[src/design/stpt_pkg.sv]
// Shared types, constants and the arctangent table of the Stanley steering block.
`timescale 1ns / 1ps
package stpt_pkg;

    // Datapath widths
    localparam int CORDIC_W = 52;
    localparam int ANG_W    = 35;
    localparam int DIFF_W   = 33;
    localparam int PROD_W   = 66;
    localparam int SC_W     = 17;
    localparam int TR_W     = 13;
    localparam int SPD_W    = 14;

    typedef logic signed [ANG_W-1:0]    angle_t;
    typedef logic signed [CORDIC_W-1:0] cvec_t;

    // Angles are Q5.29 radians
    localparam angle_t Q_PI      = 35'sd1686629713;
    localparam angle_t Q_HALF_PI = 35'sd843314857;
    localparam angle_t Q_TWO_PI  = 35'sd3373259426;
    localparam angle_t Q_SAT     = 35'sd322122547;
    localparam cvec_t  CORDIC_K  = 52'sd652032875;
    localparam cvec_t  K_LINVEL  = 52'sd161061274;

    // Input commands
    localparam logic [1:0] CMD_CLEAR  = 2'd0;
    localparam logic [1:0] CMD_APPEND = 2'd1;
    localparam logic [1:0] CMD_QUERY  = 2'd2;

    // Result status codes
    localparam logic [1:0] STS_OK    = 2'd0;
    localparam logic [1:0] STS_FULL  = 2'd1;
    localparam logic [1:0] STS_EMPTY = 2'd2;

    // Configuration register byte addresses
    localparam logic [1:0] REG_CRUISE = 2'd0;

    typedef enum logic {
        CM_VECTOR,
        CM_ROTATE
    } cordic_mode_t;

    typedef struct packed {
        logic         start;
        cordic_mode_t mode;
    } cordic_req_t;

    typedef enum logic [4:0] {
        ST_IDLE,
        ST_SC_RD,
        ST_SC_DAT,
        ST_SC_MX,
        ST_SC_MY,
        ST_SEL,
        ST_SEG_RD,
        ST_SEG_DAT,
        ST_NX_RD,
        ST_NX_DAT,
        ST_YAW_GO,
        ST_YAW_WAIT,
        ST_HW1,
        ST_HW2,
        ST_SIN_GO,
        ST_SIN_WAIT,
        ST_E_MX,
        ST_E_MY,
        ST_TD_GO,
        ST_TD_WAIT,
        ST_TE1,
        ST_TE2,
        ST_W1,
        ST_W2,
        ST_SP,
        ST_SQ_WAIT,
        ST_OUT
    } stpt_state_t;

    // Elementary arctangent angles atan(2^-i) in Q5.29
    function automatic angle_t atan_entry(input logic [4:0] idx);
        angle_t r;
        case (idx)
            5'd0:    r = 35'sd421657428;
            5'd1:    r = 35'sd248918915;
            5'd2:    r = 35'sd131521918;
            5'd3:    r = 35'sd66762579;
            5'd4:    r = 35'sd33510843;
            5'd5:    r = 35'sd16771757;
            5'd6:    r = 35'sd8387925;
            5'd7:    r = 35'sd4194219;
            5'd8:    r = 35'sd2097141;
            5'd9:    r = 35'sd1048575;
            5'd10:   r = 35'sd524288;
            5'd11:   r = 35'sd262144;
            5'd12:   r = 35'sd131072;
            5'd13:   r = 35'sd65536;
            5'd14:   r = 35'sd32768;
            5'd15:   r = 35'sd16384;
            5'd16:   r = 35'sd8192;
            5'd17:   r = 35'sd4096;
            5'd18:   r = 35'sd2048;
            5'd19:   r = 35'sd1024;
            5'd20:   r = 35'sd512;
            5'd21:   r = 35'sd256;
            5'd22:   r = 35'sd128;
            5'd23:   r = 35'sd64;
            default: r = '0;
        endcase
        return r;
    endfunction

    // One pass of wrapping an angle into [-pi, pi]
    function automatic angle_t wrap_once(input angle_t a);
        angle_t r;
        r = a;
        if (r > Q_PI) r = r - Q_TWO_PI;
        if (r < -Q_PI) r = r + Q_TWO_PI;
        return r;
    endfunction

endpackage

[src/design/stpt_cordic.sv]
// Iterative CORDIC unit, vectoring (atan2) or rotation (sin and cos), one step a cycle.
`timescale 1ns / 1ps
module stpt_cordic #(
    parameter int STEPS = 16
) (
    input  logic                                  clk,
    input  logic                                  rst_n,
    input  stpt_pkg::cordic_req_t                 req,
    input  logic signed [stpt_pkg::CORDIC_W-1:0]  x_in,
    input  logic signed [stpt_pkg::CORDIC_W-1:0]  y_in,
    input  logic signed [stpt_pkg::ANG_W-1:0]     z_in,
    output logic                                  busy,
    output logic signed [stpt_pkg::CORDIC_W-1:0]  x_out,
    output logic signed [stpt_pkg::CORDIC_W-1:0]  y_out,
    output logic signed [stpt_pkg::ANG_W-1:0]     z_out
);
    import stpt_pkg::*;

    localparam int ITW = (STEPS > 1) ? $clog2(STEPS) : 1;

    logic             busy_reg;
    logic [ITW-1:0]   it_reg;
    cordic_mode_t     mode_reg;
    logic             neg_reg;
    cvec_t            x_reg;
    cvec_t            y_reg;
    angle_t           z_reg;

    cvec_t            xs;
    cvec_t            ys;
    angle_t           step_ang;
    logic             vec_zero;
    logic             fold_hi;
    logic             fold_lo;

    assign xs       = x_reg >>> it_reg;
    assign ys       = y_reg >>> it_reg;
    assign step_ang = atan_entry(5'(it_reg));
    assign vec_zero = (x_in == '0) && (y_in == '0);
    assign fold_hi  = z_in > Q_HALF_PI;
    assign fold_lo  = z_in < -Q_HALF_PI;

    // Sequencing of the iterations
    always_ff @(posedge clk or negedge rst_n)
    begin
        if (!rst_n)
        begin
            busy_reg <= 1'b0;
            it_reg   <= '0;
            mode_reg <= CM_VECTOR;
            neg_reg  <= 1'b0;
        end
        else if (req.start)
        begin
            busy_reg <= !((req.mode == CM_VECTOR) && vec_zero);
            it_reg   <= '0;
            mode_reg <= req.mode;
            neg_reg  <= (req.mode == CM_ROTATE) && (fold_hi || fold_lo);
        end
        else if (busy_reg)
        begin
            if (it_reg == ITW'(STEPS - 1))
            begin
                busy_reg <= 1'b0;
            end
            else
            begin
                it_reg <= it_reg + 1'b1;
            end
        end
    end

    // Vector and angle registers
    always_ff @(posedge clk)
    begin
        if (req.start)
        begin
            if (req.mode == CM_VECTOR)
            begin
                if (vec_zero)
                begin
                    x_reg <= x_in;
                    y_reg <= y_in;
                    z_reg <= '0;
                end
                else if (x_in < 0)
                begin
                    x_reg <= -x_in;
                    y_reg <= -y_in;
                    z_reg <= (y_in >= 0) ? Q_PI : -Q_PI;
                end
                else
                begin
                    x_reg <= x_in;
                    y_reg <= y_in;
                    z_reg <= '0;
                end
            end
            else
            begin
                x_reg <= CORDIC_K;
                y_reg <= '0;
                if (fold_hi)
                begin
                    z_reg <= z_in - Q_PI;
                end
                else if (fold_lo)
                begin
                    z_reg <= z_in + Q_PI;
                end
                else
                begin
                    z_reg <= z_in;
                end
            end
        end
        else if (busy_reg)
        begin
            if (mode_reg == CM_VECTOR)
            begin
                if (y_reg >= 0)
                begin
                    x_reg <= x_reg + ys;
                    y_reg <= y_reg - xs;
                    z_reg <= z_reg + step_ang;
                end
                else
                begin
                    x_reg <= x_reg - ys;
                    y_reg <= y_reg + xs;
                    z_reg <= z_reg - step_ang;
                end
            end
            else
            begin
                if (z_reg >= 0)
                begin
                    x_reg <= x_reg - ys;
                    y_reg <= y_reg + xs;
                    z_reg <= z_reg - step_ang;
                end
                else
                begin
                    x_reg <= x_reg + ys;
                    y_reg <= y_reg - xs;
                    z_reg <= z_reg + step_ang;
                end
            end
        end
    end

    // A folded rotation angle flips the final vector
    assign busy  = busy_reg;
    assign x_out = neg_reg ? -x_reg : x_reg;
    assign y_out = neg_reg ? -y_reg : y_reg;
    assign z_out = z_reg;

endmodule

[config.mk]
export PLATFORM = sky130hd
export DESIGN_NAME = stpt_cordic
export DESIGN_NICKNAME = d
export VERILOG_FILES = /design/src/design/stpt_pkg.sv /design/src/design/stpt_cordic.sv
export SDC_FILE = /design/constraint.sdc
export NUM_CORES = 2
export LEC_CHECK = 0
export BUFFER_PORTS_ARGS = -buffer_cell sky130_fd_sc_hd__buf_2
export CAP_MARGIN = 20
export CORE_MARGIN = 2
export CORE_UTILIZATION = 50
export DETAILED_ROUTE_END_ITERATION = 8
export PLACE_DENSITY = 0.67
export SETUP_SLACK_MARGIN = 0.15
export SYNTH_ARGS = -nofsm -noshare
export SYNTH_HDL_FRONTEND = slang
export SYNTH_SLANG_ARGS = --single-unit
[constraint.sdc]
create_clock -name clk -period 7.14 [get_ports clk]
set_clock_uncertainty 0.15 [all_clocks]
set_input_delay 0.714 -clock clk [delete_from_list [all_inputs] [get_ports clk]]
set_output_delay 0.714 -clock clk [all_outputs]
set_load 0.005 [all_outputs]
==> results.yml <==
status:
  status: "completed"
floorplan:
  initial_core_util_pct: 50.7
  die_h_um: 257
  dieWidth_um: 257
  dieArea_sq_um: 66200
  design.core.area_sq_um: 63200
  io_pins: 283
  rows: 92
synth:
  syn_avg_cell_area_sq_um: 7.24
  syn_area_sq_um: 32100
  syn_nets: 4881
  synth-xor-area-share_pct: 10.2
  ys_seq_elements: 146
  synthSimpleGateAreaFrac_pct: 20.5
  synth_cells: 4429
  synth_enable_flop_cells: 139
  yosysSeqAreaShare_pct: 13.6
  synth_top_family_by_area: "compound AO/OA/AOI/OAI gates"
  async_reset_ff_share_pct: 4.79
  netlist-cell-type-count: 81
  synth-adder-area-share_pct: 12.2
  synth_warnings: 0
  synthMuxAreaShare_pct: 7.14
  synth_ff_type: "edfxtp_1"
  synth_compound_area_share_pct: 29.8
final_layout:
  final_common_cell: "nand2_1"
  instances_no_fill: 5354
  final_nets: 4947
  drive_above_1_share_pct: 11.3
  syn_to_final_growth_pct: 7.59
  diodes: 0
  final_cell_mix: "499 x nand2_1, 391 x a21oi_1, 358 x o21ai_0"
clock_tree:
  cts_inserted_buffers: 17
  cts_setup_buffers: 0
  htree_levels: 4
  clk_latency_ns: 0.52
  cts-root-buf: "clkbuf_16"
  clock_sink_count: 146
  clk_pin_slew_ns: 0.08
  tritoncts: "yes"
  ctsLongestPathBuffers: 2
sta:
  max_freq_mhz: 153
  post-route-period-util_pct: 91.5
  tightest_slew_ns: 1.03
  slew_headroom_pct: 31.3
  final-setup-viol-count: 0
  setup_tns_ns: 0
  drv_slew: 0
  period_minus_slack_ns: 6.53
  final_hold_viol_count: 0
  grt_setup_unrepaired: "no"
drt:
  remaining_drc_errors: 0
  drt_iter0_drc: 3663
  vias: 34897
  drt_first_pass_iters: 6
  ant_nets: 0
  drt_wl_total_um: 127000
  wire_per_inst_um: 23.8
  vias_per_cell: 6.52
hold_path:
  min_from: "req[1]"
  hold_path_class: "in -> reg"
  min_path_cells: 2
  whs_endpoint: "it_reg[3]$_DFFE_PN0P_"
critical_path:
  reg2reg_depth: 20
  start_kind: "flip-flop"
  slowest_stage: "or4_4"
  cp-end-kind: "primary output"
  r2r_setup_slack_ns: 0.83
  cpMostUsedCell: "or4_4"
  crit_type: "reg -> out"
  cp_top_family: "simple AND/OR/NAND/NOR gates"
  r2r_end: "y_reg[46]$_DFFE_PP_"
  r2r_start: "it_reg[1]$_DFFE_PN0P_"
  cpPeakStageDelay_ns: 0.58
  path_max_fanout: 7
  crit_required_ns: 6.28
  crit_arrival_ns: 5.67
  worstPathCellList: "or4_4 > or3_4 > or4_4 > or4_4 > or4_4 > or3_1 > or4_4 > or4_4 > or4_4 > o31ai_4 > xnor2_1 > buf_2"
  critical_path_buf_inv_count: 1
grt:
  grt_util_all_layers_pct: 37.3
  grt_max_degree: 110
  grt_pass1_wl_um: 193000
  antenna_found_initial: 5
  grt_pass1_vias: 32325
  overflow: 0
pwr:
  combPwrFrac_pct: 80.6
  ir_drop_v: 0.000230
  p_leak_nw: 14.4
  p_sw_share_pct: 57.8
  p_int_mw: 8.21
  power_density_nw_per_um2: 564
  p_seq_share_pct: 14.4
  finalPower_mw: 19.5
  clkPwrFrac_pct: 5.0
  power_switching_mw: 11.2
placement:
  place_hpwl_um: 99300
  finalWeightedCongestion: 1.01
  port_buffers: 282
  dp_cells: 5320
run:
  drv_cap: 0
[worst reg2reg max path, stage by stage, from the launching register on]
cell      delay [ns]
dfrtp_4         0.71
buf_4           0.49
and2_1          0.22
nor3_1          0.06
a21oi_1         0.19
nand2_1         0.10
nand3_1         0.12
o21ai_0         0.28
fa_1            0.55
a21oi_1         0.26
o21ai_0         0.19
a2111o_1        0.51
a31oi_1         0.48
o31ai_1         0.26
a21oi_1         0.23
buf_4           0.18
o22ai_1         0.16
nand2b_1        0.25
a221oi_1        0.35
xor2_1          0.20
o22ai_1         0.10
[stage by stage]
step | cell area [sq um] | hold WS [ns] | util, % | setup WS [ns]
2_1_floorplan | 32100 | 0.268 | - | 1.39
3_3_place_gp | 33900 | 0.458 | 53.7 | 1.03
3_5_place_dp | 33900 | 0.458 | 53.7 | 0.946
4_1_cts | 34500 | 0.404 | 54.6 | 0.515
5_1_grt | 34500 | 0.469 | 54.6 | 0.300
6_report | 34500 | 0.450 | 54.6 | 0.608
[per-layer routing]
metal	vias to the layer above	global-route usage, %	wire length, um
met4	8	21.3	8090
met3	371	6.12	9840
met1	16467	46.2	50900
li1	16406	-	-
met5	-	0	52
met2	1645	61.3	58400
[how the worst max path moves through the flow]
stage                                      from             endpoint  slack [ns]  depth (start not counted)
after floorplan           it_reg[0]$_DFFE_PN0P_  x_reg[50]$_DFFE_PP_        1.39                         20
after global placement    it_reg[0]$_DFFE_PN0P_  y_reg[44]$_DFFE_PP_        1.03                         19
after detailed placement  it_reg[0]$_DFFE_PN0P_  y_reg[44]$_DFFE_PP_        0.95                         19
after CTS                    y_reg[9]$_DFFE_PP_            y_out[51]        0.52                         11
after global routing      it_reg[0]$_DFFE_PN0P_  y_reg[44]$_DFFE_PP_        0.30                         19
final                        y_reg[4]$_DFFE_PP_            y_out[48]        0.61                         12
[synth_stat cells (64+ instances only)]
master,instances,area [sq um]
a21o_1,75,563
a21oi_1,392,1960
clkbuf_1,236,886
edfxtp_1,139,4170
ha_1,303,3790
inv_1,272,1020
mux2i_1,69,691
mux4_2,64,1440
nand2_1,499,1870
nand3_1,118,591
nor2_1,320,1200
nor3_1,100,500
o21ai_0,358,1790
o22ai_1,75,469
o31ai_1,101,758
xnor2_1,242,2120
xor2_1,133,1160
[area by class of cell]
type,count,area [sq um]
well taps,846,1060
repair buffers,335,1850
clock buffers,18,429
fillers,6464,28700
multi-input cells,3720,25600
inverters,275,1030
flip-flops and latches,146,4370
clock inverters,14,136
[power by group through the flow]
stage / Sequential [mW] / Combinational, mW / Clock (mW)
after floorplan: 2.09 / 11.4 / 0
final: 2.80 / 15.7 / 0.967
after CTS: 2.74 / 15.4 / 0.979
after detailed placement: 2.76 / 15.3 / 0
after global routing: 2.82 / 17.1 / 0.994
after global placement: 2.74 / 15.3 / 0
[cells by family after synthesis]
kind of cell,Yosys count
buf+inv,563
simple gates,1397
fa+ha+maj,309
mux,147
xor+xnor,375
compound gates,1492
flops,146
[repair_timing]
item | CTS | global route
hold buffers | 1 | 0
resized for setup | 0 | 0
setup endpoints to repair | 0 | 0
endpoints found under the hold margin | 7 | 0
No activity file was read; power rests on OpenSTA's default activity.
