File: src/design/stpt_isqrt.sv
// Bit-serial integer square root of a 64-bit value, one result bit a cycle.
`timescale 1ns / 1ps
module stpt_isqrt (
    input  logic        clk,
    input  logic        rst_n,
    input  logic        start,
    input  logic [63:0] radicand,
    output logic        busy,
    output logic [31:0] root
);

    logic        busy_reg;
    logic [5:0]  cnt_reg;
    logic [63:0] rad_reg;
    logic [33:0] rem_reg;
    logic [31:0] root_reg;

    logic [35:0] rem4;
    logic [35:0] trial;
    logic        take;

    assign rem4  = {rem_reg, rad_reg[63:62]};
    assign trial = {2'b00, root_reg, 2'b01};
    assign take  = rem4 >= trial;

    // Step counter
    always_ff @(posedge clk or negedge rst_n)
    begin
        if (!rst_n)
        begin
            busy_reg <= 1'b0;
            cnt_reg  <= '0;
        end
        else if (start)
        begin
            busy_reg <= 1'b1;
            cnt_reg  <= '0;
        end
        else if (busy_reg)
        begin
            if (cnt_reg == 6'd31)
            begin
                busy_reg <= 1'b0;
            end
            else
            begin
                cnt_reg <= cnt_reg + 6'd1;
            end
        end
    end

    // Restoring digit recurrence, two radicand bits per step
    always_ff @(posedge clk)
    begin
        if (start)
        begin
            rad_reg  <= radicand;
            rem_reg  <= '0;
            root_reg <= '0;
        end
        else if (busy_reg)
        begin
            rad_reg <= {rad_reg[61:0], 2'b00};
            if (take)
            begin
                rem_reg  <= 34'(rem4 - trial);
                root_reg <= {root_reg[30:0], 1'b1};
            end
            else
            begin
                rem_reg  <= rem4[33:0];
                root_reg <= {root_reg[30:0], 1'b0};
            end
        end
    end

    assign busy = busy_reg;
    assign root = root_reg;

endmodule

File: config.mk
export PLATFORM = sky130hd
export DESIGN_NAME = stpt_isqrt
export DESIGN_NICKNAME = d
export VERILOG_FILES = /design/src/design/stpt_isqrt.sv
export SDC_FILE = /design/constraint.sdc
export NUM_CORES = 1
export LEC_CHECK = 0
export BUFFER_PORTS_ARGS = -buffer_cell sky130_fd_sc_hd__buf_4
export CAP_MARGIN = 40
export CORE_ASPECT_RATIO = 0.7
export CORE_MARGIN = 3
export CORE_UTILIZATION = 40
export DETAILED_ROUTE_END_ITERATION = 12
export PLACE_DENSITY = 0.68
export SLEW_MARGIN = 20
export SYNTH_ARGS = -nofsm -noshare
export SYNTH_HDL_FRONTEND = slang
export SYNTH_SLANG_ARGS = --single-unit
File: constraint.sdc
create_clock -name clk -period 5.8 [get_ports clk]
set_input_delay 0.87 -clock clk [delete_from_list [all_inputs] [get_ports clk]]
set_output_delay 0.87 -clock clk [all_outputs]
set_load 0.05 [all_outputs]
==> tab_implementation.tex, run 1 <==
\begin{tabular}{lr}
\hline
Metric & Value \\
\hline
\multicolumn{2}{l}{\textbf{Clock tree}} \\
\quad Maximum level of the CTS H-tree & 4 \\
\quad Setup bufs post-CTS & 0 \\
\quad CTS buffer count & 17 \\
\quad Number of sinks driven by the clock tree & 137 \\
\quad Worst-Skew Late Latency & 0.42 ns \\
\quad Hold buffer count at CTS & 0 \\
\quad Number of buffers on the longest clock path & 2 \\
\quad Clk root buf & sky130\_fd\_sc\_hd\_\_clkbuf\_16 \\
\quad Clock-pin slew on the worst setup and hold paths & about 0.07 ns \\
\quad CTS tree & yes \\
\quad Number of gates given a new drive strength after cts & 0 \\
\multicolumn{2}{l}{\textbf{Critical path}} \\
\quad Cell chain of the critical path & inv\_1 > ha\_1 > a21o\_1 > a21o\_1 > a21oi\_1 > a21oi\_1 > o21ai\_0 > nand2\_1 > o21ai\_0 > o21ai\_0 \\
\quad Peak fanout along the critical path & 24 \\
\quad Highest-delay cell along the critical path & sky130\_fd\_sc\_hd\_\_o21ai\_0 \\
\quad Crit path kind & flip-flop to flip-flop \\
\quad Kind of launch point of the worst setup path & flip-flop \\
\quad Buf/Inv on CP & 1 \\
\quad Element type at the critical path end & flip-flop \\
\quad Endpoint arrival time on the critical path & 3.85 ns \\
\quad Slowest Stage Delay on Critical Path & 0.91 ns \\
\quad Required @ worst endpoint & 6.07 ns \\
\quad Most prevalent standard cell on the critical path & sky130\_fd\_sc\_hd\_\_o21ai\_0 \\
\quad Cell class contributing the biggest share of worst-path delay & compound AO/OA/AOI/OAI gates \\
\multicolumn{2}{l}{\textbf{Yosys}} \\
\quad \#FFs+latches synth & 137 \\
\quad Post-synthesis cell count & 768 \\
\quad Number of synthesis warnings & 0 \\
\quad Number of enable-type register cells in the synthesized netlist & 64 \\
\quad Adder and majority cell fraction of the synthesized area & 5.67\% \\
\quad Synthesized-area fraction occupied by ao, oa, aoi and oai cells & approximately 16\% \\
\quad Avg Synthesized Cell Area & 10.1 um\^{}2 \\
\quad Most area-hungry cell type in the Yosys netlist & sky130\_fd\_sc\_hd\_\_edfxtp\_1 \\
\quad Combinational family with the most area after synthesis & compound AO/OA/AOI/OAI gates \\
\quad Simple logic cell fraction of the synthesized area & 12.5\% \\
\quad Share of synthesized area spent on multiplexers & 13.2\% \\
\quad Dominant cells by area after synthesis & sky130\_fd\_sc\_hd\_\_edfxtp\_1, sky130\_fd\_sc\_hd\_\_dfxtp\_1, sky130\_fd\_sc\_hd\_\_mux2\_2 \\
\quad Sequential share of the synthesized area & about 44\% \\
\quad Fraction of post-synthesis cell area in the top cell type by area & between 20\% and 30\% \\
\quad Cell area after synthesis & $\sim$7700 um\^{}2 \\
\quad Async SR Flop Fraction & 5.11\% \\
\quad Commonest register cell after synthesis & sky130\_fd\_sc\_hd\_\_dfxtp\_1 \\
\quad Post-synthesis net count & between 800 and 900 \\
\quad Distinct cells, synth & 69 \\
\quad Share of the synthesized netlist area taken by xor and xnor gates & roughly 3.2\% \\
\multicolumn{2}{l}{\textbf{Timing}} \\
\quad Minimum setup slack in the final design & approximately 2.2 ns \\
\quad Largest clock skew in the final design & 0.00561 ns \\
\quad Achievable frequency & 0.279 GHz \\
\quad Pin slew with the least headroom to its limit & about 0.89 ns \\
\quad Fin. Hold Viols & 0 \\
\quad Unrepaired setup endpoints after global routing & false \\
\quad Remaining max-slew budget at the tightest pin & 40.3\% \\
\quad TNS Setup & 0 ns \\
\quad Final setup violation count & 0 \\
\quad Min cycle time layout & 3.59 ns \\
\quad Count of pins over their slew limit & 0 \\
\quad Period utilisation layout & 61.8\% \\
\multicolumn{2}{l}{\textbf{Floorplanning}} \\
\quad Die area & 21000 um\^{}2 \\
\quad Count of boundary I/O pins & 100 \\
\quad Die height & 122 um \\
\quad \# rows & 41 \\
\quad Die Wd & roughly 170 um \\
\quad Initial core utilization & 41.8\% \\
\quad Area of the core & between 15000 and 20000 um\^{}2 \\
\multicolumn{2}{l}{\textbf{Layout}} \\
\quad Synth-to-layout area growth & 19.2\% \\
\quad Post-layout instance area & 9210 um\^{}2 \\
\quad Number of flip-flops in the largest register & 64 \\
\quad Net count reported at finish & 950 \\
\quad Antenna cells & 0 \\
\quad Fraction of layout instances using a drive strength above 1 & 25.1\% \\
\multicolumn{2}{l}{\textbf{Run status}} \\
\quad Status & complete, no violations \\
\multicolumn{2}{l}{\textbf{Place}} \\
\quad DP HPWL & 12800 um \\
\quad Last weighted congestion value of the routability-driven placer & 0.913 \\
\quad Placement Setup Slack & between 2 and 2.5 ns \\
\quad Port Buffer Count & 99 \\
\quad Placed instance area & 8600 um\^{}2 \\
\multicolumn{2}{l}{\textbf{GRT}} \\
\quad First-pass GRT wire length & approximately 30000 um \\
\quad Met2 Use GR & between 20\% and 30\% \\
\quad Pin count of the biggest net entering global routing & 71 \\
\quad Overall track demand over capacity in global routing & 17.9\% \\
\quad Met1 demand-to-capacity share in global routing & between 20\% and 30\% \\
\quad Via count of the first global-routing pass & 5741 \\
\quad Layer with the highest usage after global routing & met1 \\
\quad Total congestion overflow & 0 \\
\quad Antenna violations before repair & 0 \\
\quad Met3 Track Usage GR & 4.31\% \\
\multicolumn{2}{l}{\textbf{Power}} \\
\quad PnR Total Power & approximately 4.5 mW \\
\quad Worst voltage drop across the vdd grid & $\sim$0.25 mV \\
\quad Leak Pwr & between 3 and 4 nW \\
\quad Power per standard cell area & about 490 nW/um\^{}2 \\
\multicolumn{2}{l}{\textbf{Routing}} \\
\quad First-pass iteration count of the detailed router & 5 \\
\quad Number of DRC violations after detailed routing & 0 \\
\quad Post-DR wirelength/cell & 16.9 um \\
\quad DR iter-0 viols & 440 \\
\quad Post-detailed-routing wire length & 18600 um \\
\quad Vias per std cell & 5.54 \\
\quad Total via count after detailed routing & slightly above 6000 \\
\quad Final antenna-violating net count & 0 \\
\multicolumn{2}{l}{\textbf{Flow run}} \\
\quad Number of violations of the max-capacitance limit & 0 \\
\multicolumn{2}{l}{\textbf{Min path}} \\
\quad Path category of the worst min-delay check & primary input to async pin \\
\hline
\end{tabular}
through the flow:
| stage | hold WS [ns] | util [%] | std cells |
|---|---|---|---|
| detailed placement | 0.467 | 46.6 | 1065 |
| global route | 0.223 | 49.9 | 1097 |
| floorplan | 0.437 | - | 768 |
| finish | 0.242 | 49.9 | 1097 |
| global placement | 0.471 | 46.6 | 1065 |
| CTS | 0.228 | 49.9 | 1097 |
path summary, 6_finish.rpt:
check | from | end | slack, ns | cells past startpoint
max | root[27] | rem_reg[33] | 2.21 | 10
min | rst_n | busy | 0.24 | 1
max reg2reg | root[27] | rem_reg[33] | 2.21 | 10
min reg2reg | rem_reg[32] | rem_reg[32] | 0.49 | 2
max in group asynchronous | rst_n | busy | 5.42 | 1
min in group clk | rem_reg[32] | rem_reg[32] | 0.49 | 2
layout by cell type (no fill, tap or decap), drive strengths merged, types with 6 or more instances in the layout:
cell type	instances
xor2	8
a21o	15
nand4	14
clkinv	6
dfxtp	66
a32oi	8
inv	52
a311oi	20
and2	6
ha	35
mux2i	32
nor2	87
and3	6
xnor2	20
clkbuf	17
o31ai	8
edfxtp	64
o211ai	6
a21oi	33
nand2	40
nand3	26
o21ai	39
mux2	62
dfrtp	7
nor3	10
buf	105
logic make-up (layout without fill, tap and decap cells):
group / count (synthesis) / after routing
AND/OR/NAND/NOR: 209 / 209
AO/OA/AOI/OAI: 176 / 176
flip-flops: 137 / 137
multiplexers: 94 / 94
buffers and inverters: 89 / 182
adder cells (fa/ha/maj): 35 / 35
XOR/XNOR: 28 / 28
Yosys cell counts, drive strengths merged (5+ instances only):
cell type,instances
nand4,14
ha,35
a31oi,5
clkbuf,28
mux2i,32
and2,6
a311oi,20
o2111ai,5
nand2,40
o31ai,8
nand2b,5
dfxtp,66
nor3,10
inv,45
a21o,15
dfrtp,7
mux2,62
o211ai,6
and3,6
xnor2,20
nand3,26
a21oi,33
edfxtp,64
buf,16
xor2,8
o21ai,39
nor2,87
a32oi,8
power by group:
group	switching [mW]	internal, mW	total [mW]
sequential	0.104	1.17	1.27
combinational	1.29	0.866	2.16
clock	0.489	0.616	1.11
layout make-up:
cell class / instances / area (um^2)
Fill cell: 1728 / 9260
Multi-Input combinational cell: 542 / 3930
Timing Repair Buffer: 105 / 788
Inverter: 45 / 169
Clock buffer: 17 / 425
Sequential cell: 137 / 3420
Tap cell: 236 / 295
Clock inverter: 15 / 180
routing by layer:
layer	up-vias	wire length [um]
li1	3002	-
met1	2896	9590
met2	156	7730
met3	20	1060
met4	0	194
met5	-	0
No activity file was read; power rests on OpenSTA's default activity.
==> run 2: changes to the inputs <==
- ABC_AREA: not set -> 1
- clock period: 5.8 -> 3.7 ns (I/O delays scaled with it)
==> run 2 against run 1 <==
Net effect:
- clock power increased by 46%
- sequential power is 56% higher
- core utilization is 0.18 points lower
- critical path depth increased by 3
- register-to-register slack worse by 1.4 ns
- final area increased by 3.8%
- flip-flop and latch count unchanged
- critical path type unchanged
- largest cell class unchanged
==> tab_implementation.tex, run 2 <==
\begin{tabular}{lr}
\hline
Metric & Value \\
\hline
\multicolumn{2}{l}{\textbf{GRT}} \\
\quad Antenna violations before repair & 0 \\
\quad Met3 Track Usage GR & roughly 4.3\% \\
\quad Met1 demand-to-capacity share in global routing & around 30\% \\
\quad First-pass GRT wire length & roughly 34000 um \\
\quad Pin count of the biggest net entering global routing & 55 \\
\quad Layer with the highest usage after global routing & met1 \\
\quad Total congestion overflow & 0 \\
\quad Via count of the first global-routing pass & 6835 \\
\quad Overall track demand over capacity in global routing & 19.3\% \\
\quad Met2 Use GR & 27.0\% \\
\multicolumn{2}{l}{\textbf{Place}} \\
\quad Placement Setup Slack & 0.864 ns \\
\quad DP HPWL & 15100 um \\
\quad Port Buffer Count & 99 \\
\quad Count of placed standard cells including taps & around 1500 \\
\quad Last weighted congestion value of the routability-driven placer & 0.922 \\
\multicolumn{2}{l}{\textbf{Clock tree}} \\
\quad Number of buffers on the longest clock path & 2 \\
\quad CTS tree & yes \\
\quad Clock-pin slew on the worst setup and hold paths & 0.06 ns \\
\quad Number of gates given a new drive strength after cts & 0 \\
\quad Clk root buf & sky130\_fd\_sc\_hd\_\_clkbuf\_16 \\
\quad Maximum level of the CTS H-tree & 4 \\
\quad Setup bufs post-CTS & 0 \\
\quad Worst-Skew Late Latency & 0.43 ns \\
\quad CTS buffer count & 17 \\
\quad Hold buffer count at CTS & 1 \\
\quad Number of sinks driven by the clock tree & 137 \\
\multicolumn{2}{l}{\textbf{Yosys}} \\
\quad Most area-hungry cell type in the Yosys netlist & sky130\_fd\_sc\_hd\_\_edfxtp\_1 \\
\quad Fraction of post-synthesis cell area in the top cell type by area & 24.1\% \\
\quad Sequential share of the synthesized area & 42.8\% \\
\quad Cell area after synthesis & 7990 um\^{}2 \\
\quad Commonest register cell after synthesis & sky130\_fd\_sc\_hd\_\_dfxtp\_1 \\
\quad Avg Synthesized Cell Area & 7.12 um\^{}2 \\
\quad \#FFs+latches synth & 137 \\
\quad Top post-synthesis cells by count & sky130\_fd\_sc\_hd\_\_nand2\_1, sky130\_fd\_sc\_hd\_\_inv\_1, sky130\_fd\_sc\_hd\_\_dfxtp\_1 \\
\quad Async SR Flop Fraction & 5.11\% \\
\quad Dominant cells by area after synthesis & sky130\_fd\_sc\_hd\_\_edfxtp\_1, sky130\_fd\_sc\_hd\_\_nand2\_1, sky130\_fd\_sc\_hd\_\_dfxtp\_1 \\
\quad Number of enable-type register cells in the synthesized netlist & 64 \\
\quad Post-synthesis net count & 1223 \\
\quad Most frequently used cell type in the post-synthesis netlist & sky130\_fd\_sc\_hd\_\_nand2\_1 \\
\quad Post-synthesis cell count & about 1100 \\
\quad Number of synthesis warnings & 0 \\
\quad Distinct cells, synth & 40 \\
\multicolumn{2}{l}{\textbf{Routing}} \\
\quad Final antenna-violating net count & 0 \\
\quad Post-DR wirelength/cell & 14.0 um \\
\quad Number of DRC violations after detailed routing & 0 \\
\quad Post-detailed-routing wire length & 20900 um \\
\quad First-pass iteration count of the detailed router & 5 \\
\quad DR iter-0 viols & 629 \\
\quad Total via count after detailed routing & 7231 \\
\quad Vias per std cell & 4.85 \\
\multicolumn{2}{l}{\textbf{Layout}} \\
\quad Antenna cells & 0 \\
\quad Commonest non-fill, non-tap cell in the layout & sky130\_fd\_sc\_hd\_\_nand2\_1 \\
\quad Net count reported at finish & between 1000 and 1500 \\
\quad Final design utilization & 49.7\% \\
\quad Synth-to-layout area growth & 19.6\% \\
\quad Most frequent cells in the layout & sky130\_fd\_sc\_hd\_\_nand2\_1, sky130\_fd\_sc\_hd\_\_inv\_1, sky130\_fd\_sc\_hd\_\_buf\_4 \\
\quad Number of flip-flops in the largest register & 64 \\
\quad Non-filler cells in the finished layout & roughly 1500 \\
\quad Fraction of layout instances using a drive strength above 1 & 13.7\% \\
\multicolumn{2}{l}{\textbf{Critical path}} \\
\quad Kind of launch point of the worst setup path & flip-flop \\
\quad Cell class contributing the biggest share of worst-path delay & simple AND/OR/NAND/NOR gates \\
\quad Slowest Stage Delay on Critical Path & 0.46 ns \\
\quad Reg-to-reg endpoint & rem\_reg[26] \\
\quad FF-to-FF setup slack & 0.77 ns \\
\quad Cell chain of the critical path & inv\_1 > ha\_1 > a21oi\_1 > and2\_1 > nand2\_1 > nand2\_1 > nand2\_1 > nor2\_2 > nand2\_4 > inv\_2 > nand2\_1 > nand3\_1 > o21ai\_1 \\
\quad Element type at the critical path end & flip-flop \\
\quad Launching point of the worst reg2reg path & root[25] \\
\quad Cells on worst reg2reg path & 13 \\
\quad Most prevalent standard cell on the critical path & sky130\_fd\_sc\_hd\_\_nand2\_1 \\
\quad Endpoint arrival time on the critical path & 3.22 ns \\
\quad Required @ worst endpoint & 4.00 ns \\
\quad Peak fanout along the critical path & between 40 and 50 \\
\quad Buf/Inv on CP & 2 \\
\quad Highest-delay cell along the critical path & sky130\_fd\_sc\_hd\_\_inv\_2 \\
\quad Crit path kind & flip-flop to flip-flop \\
\multicolumn{2}{l}{\textbf{Timing}} \\
\quad Count of pins over their slew limit & 0 \\
\quad TNS Setup & 0 ns \\
\quad Period utilisation layout & 79.1\% \\
\quad Achievable frequency & approximately 0.34 GHz \\
\quad Unrepaired setup endpoints after global routing & false \\
\quad Final setup violation count & 0 \\
\quad Largest clock skew in the final design & between 0.01 and 0.015 ns \\
\quad Pin slew with the least headroom to its limit & roughly 0.8 ns \\
\quad Fin. Hold Viols & 0 \\
\quad Min cycle time layout & 2.93 ns \\
\quad Remaining max-slew budget at the tightest pin & a little under half \\
\quad Minimum setup slack in the final design & 0.772 ns \\
\multicolumn{2}{l}{\textbf{Floorplanning}} \\
\quad Die Wd & 175 um \\
\quad Die area & 21700 um\^{}2 \\
\quad \# rows & 42 \\
\quad Area of the core & 19200 um\^{}2 \\
\quad Die height & 124 um \\
\quad Count of boundary I/O pins & 100 \\
\quad Initial core utilization & about two fifths \\
\multicolumn{2}{l}{\textbf{Power}} \\
\quad Leak Pwr & between 4 and 5 nW \\
\quad Worst voltage drop across the vdd grid & approximately 0.49 mV \\
\quad Power per standard cell area & 820 nW/um\^{}2 \\
\quad PnR Total Power & around 8 mW \\
\multicolumn{2}{l}{\textbf{Flow run}} \\
\quad Number of violations of the max-capacitance limit & 0 \\
\multicolumn{2}{l}{\textbf{Min path}} \\
\quad Hold endpoint & rad\_reg[1] \\
\quad Number of cells traversed by the worst hold path & 3 \\
\quad Start point of the worst min-delay path & radicand[1] \\
\quad Path category of the worst min-delay check & primary input to flip-flop \\
\multicolumn{2}{l}{\textbf{Run status}} \\
\quad Status & complete, no violations \\
\hline
\end{tabular}
## run 2: changes by cell type in the layout (fill, tap and decap cells not counted), moves of 32 or more
cell,change
sky130_fd_sc_hd__nand2_1,+427
sky130_fd_sc_hd__inv_1,+109
sky130_fd_sc_hd__mux2_2,-62
sky130_fd_sc_hd__nand3_1,+33
sky130_fd_sc_hd__o21ai_0,-33
sky130_fd_sc_hd__mux2i_1,-32
## run 2: final cells by class
cell class                 count  area [um^2]
sequential                   137         3420
fill                        1974         9680
clock buffer                  17          425
clock inverter                15          133
inverter                     163          614
timing repair buffer         108          838
tap                          264          330
multi-input combinational    787         3790
## run 2: worst register-to-register path: stages (launching register included)
cell and delay (ns):
sky130_fd_sc_hd__dfxtp_1 0.32, sky130_fd_sc_hd__inv_1 0.07, sky130_fd_sc_hd__ha_1 0.38, sky130_fd_sc_hd__a21oi_1 0.27, sky130_fd_sc_hd__and2_1 0.20, sky130_fd_sc_hd__nand2_1 0.08
sky130_fd_sc_hd__nand2_1 0.06, sky130_fd_sc_hd__nand2_1 0.06, sky130_fd_sc_hd__nor2_2 0.25, sky130_fd_sc_hd__nand2_4 0.36, sky130_fd_sc_hd__inv_2 0.47, sky130_fd_sc_hd__nand2_1 0.12
sky130_fd_sc_hd__nand3_1 0.10, sky130_fd_sc_hd__o21ai_1 0.07
## run 2: worst max-delay path by stage
stage / from / to / slack [ns] / depth (start not counted)
after detailed placement: root[1] / rem_reg[2] / 0.86 / 13
after global routing: root[25] / rem_reg[15] / 0.46 / 13
after floorplan: busy / rad_reg[0] / 0.09 / 5
after CTS: root[25] / rem_reg[2] / 0.84 / 13
after global placement: root[1] / rem_reg[2] / 0.88 / 13
final: root[25] / rem_reg[26] / 0.77 / 13
## run 2: kinds of logic (layout without fill, tap and decap cells)
family / count (synthesis) / after routing / share of synthesized area [%]
AND/OR/NAND/NOR: 628 / 628 / 32.2
buffers and inverters: 197 / 303 / 9.71
AO/OA/AOI/OAI: 103 / 103 / 7.47
adder cells (fa/ha/maj): 35 / 35 / 5.48
XOR/XNOR: 21 / 21 / 2.30
flip-flops: 137 / 137 / 42.8
## run 2: where the power goes
part	switching (mW)	total (mW)	internal (mW)
logic	2.77	4.23	1.46
clock network	0.740	1.62	0.883
registers	0.138	1.98	1.84
## run 2: metal layers
metal	wire length [um]	vias up	share of wire (%)
met5	0	-	0
met4	141	0	0.68
met3	1410	16	6.8
met2	8370	202	40
met1	10900	3299	52
li1	-	3714	-
## run 2: stage by stage
step	hold slack, ns	area [um^2]
after floorplan	0.259	7990
after global placement	0.377	8970
after detailed placement	0.375	8970
after CTS	0.380	9530
after global routing	0.384	9550
final	0.391	9550
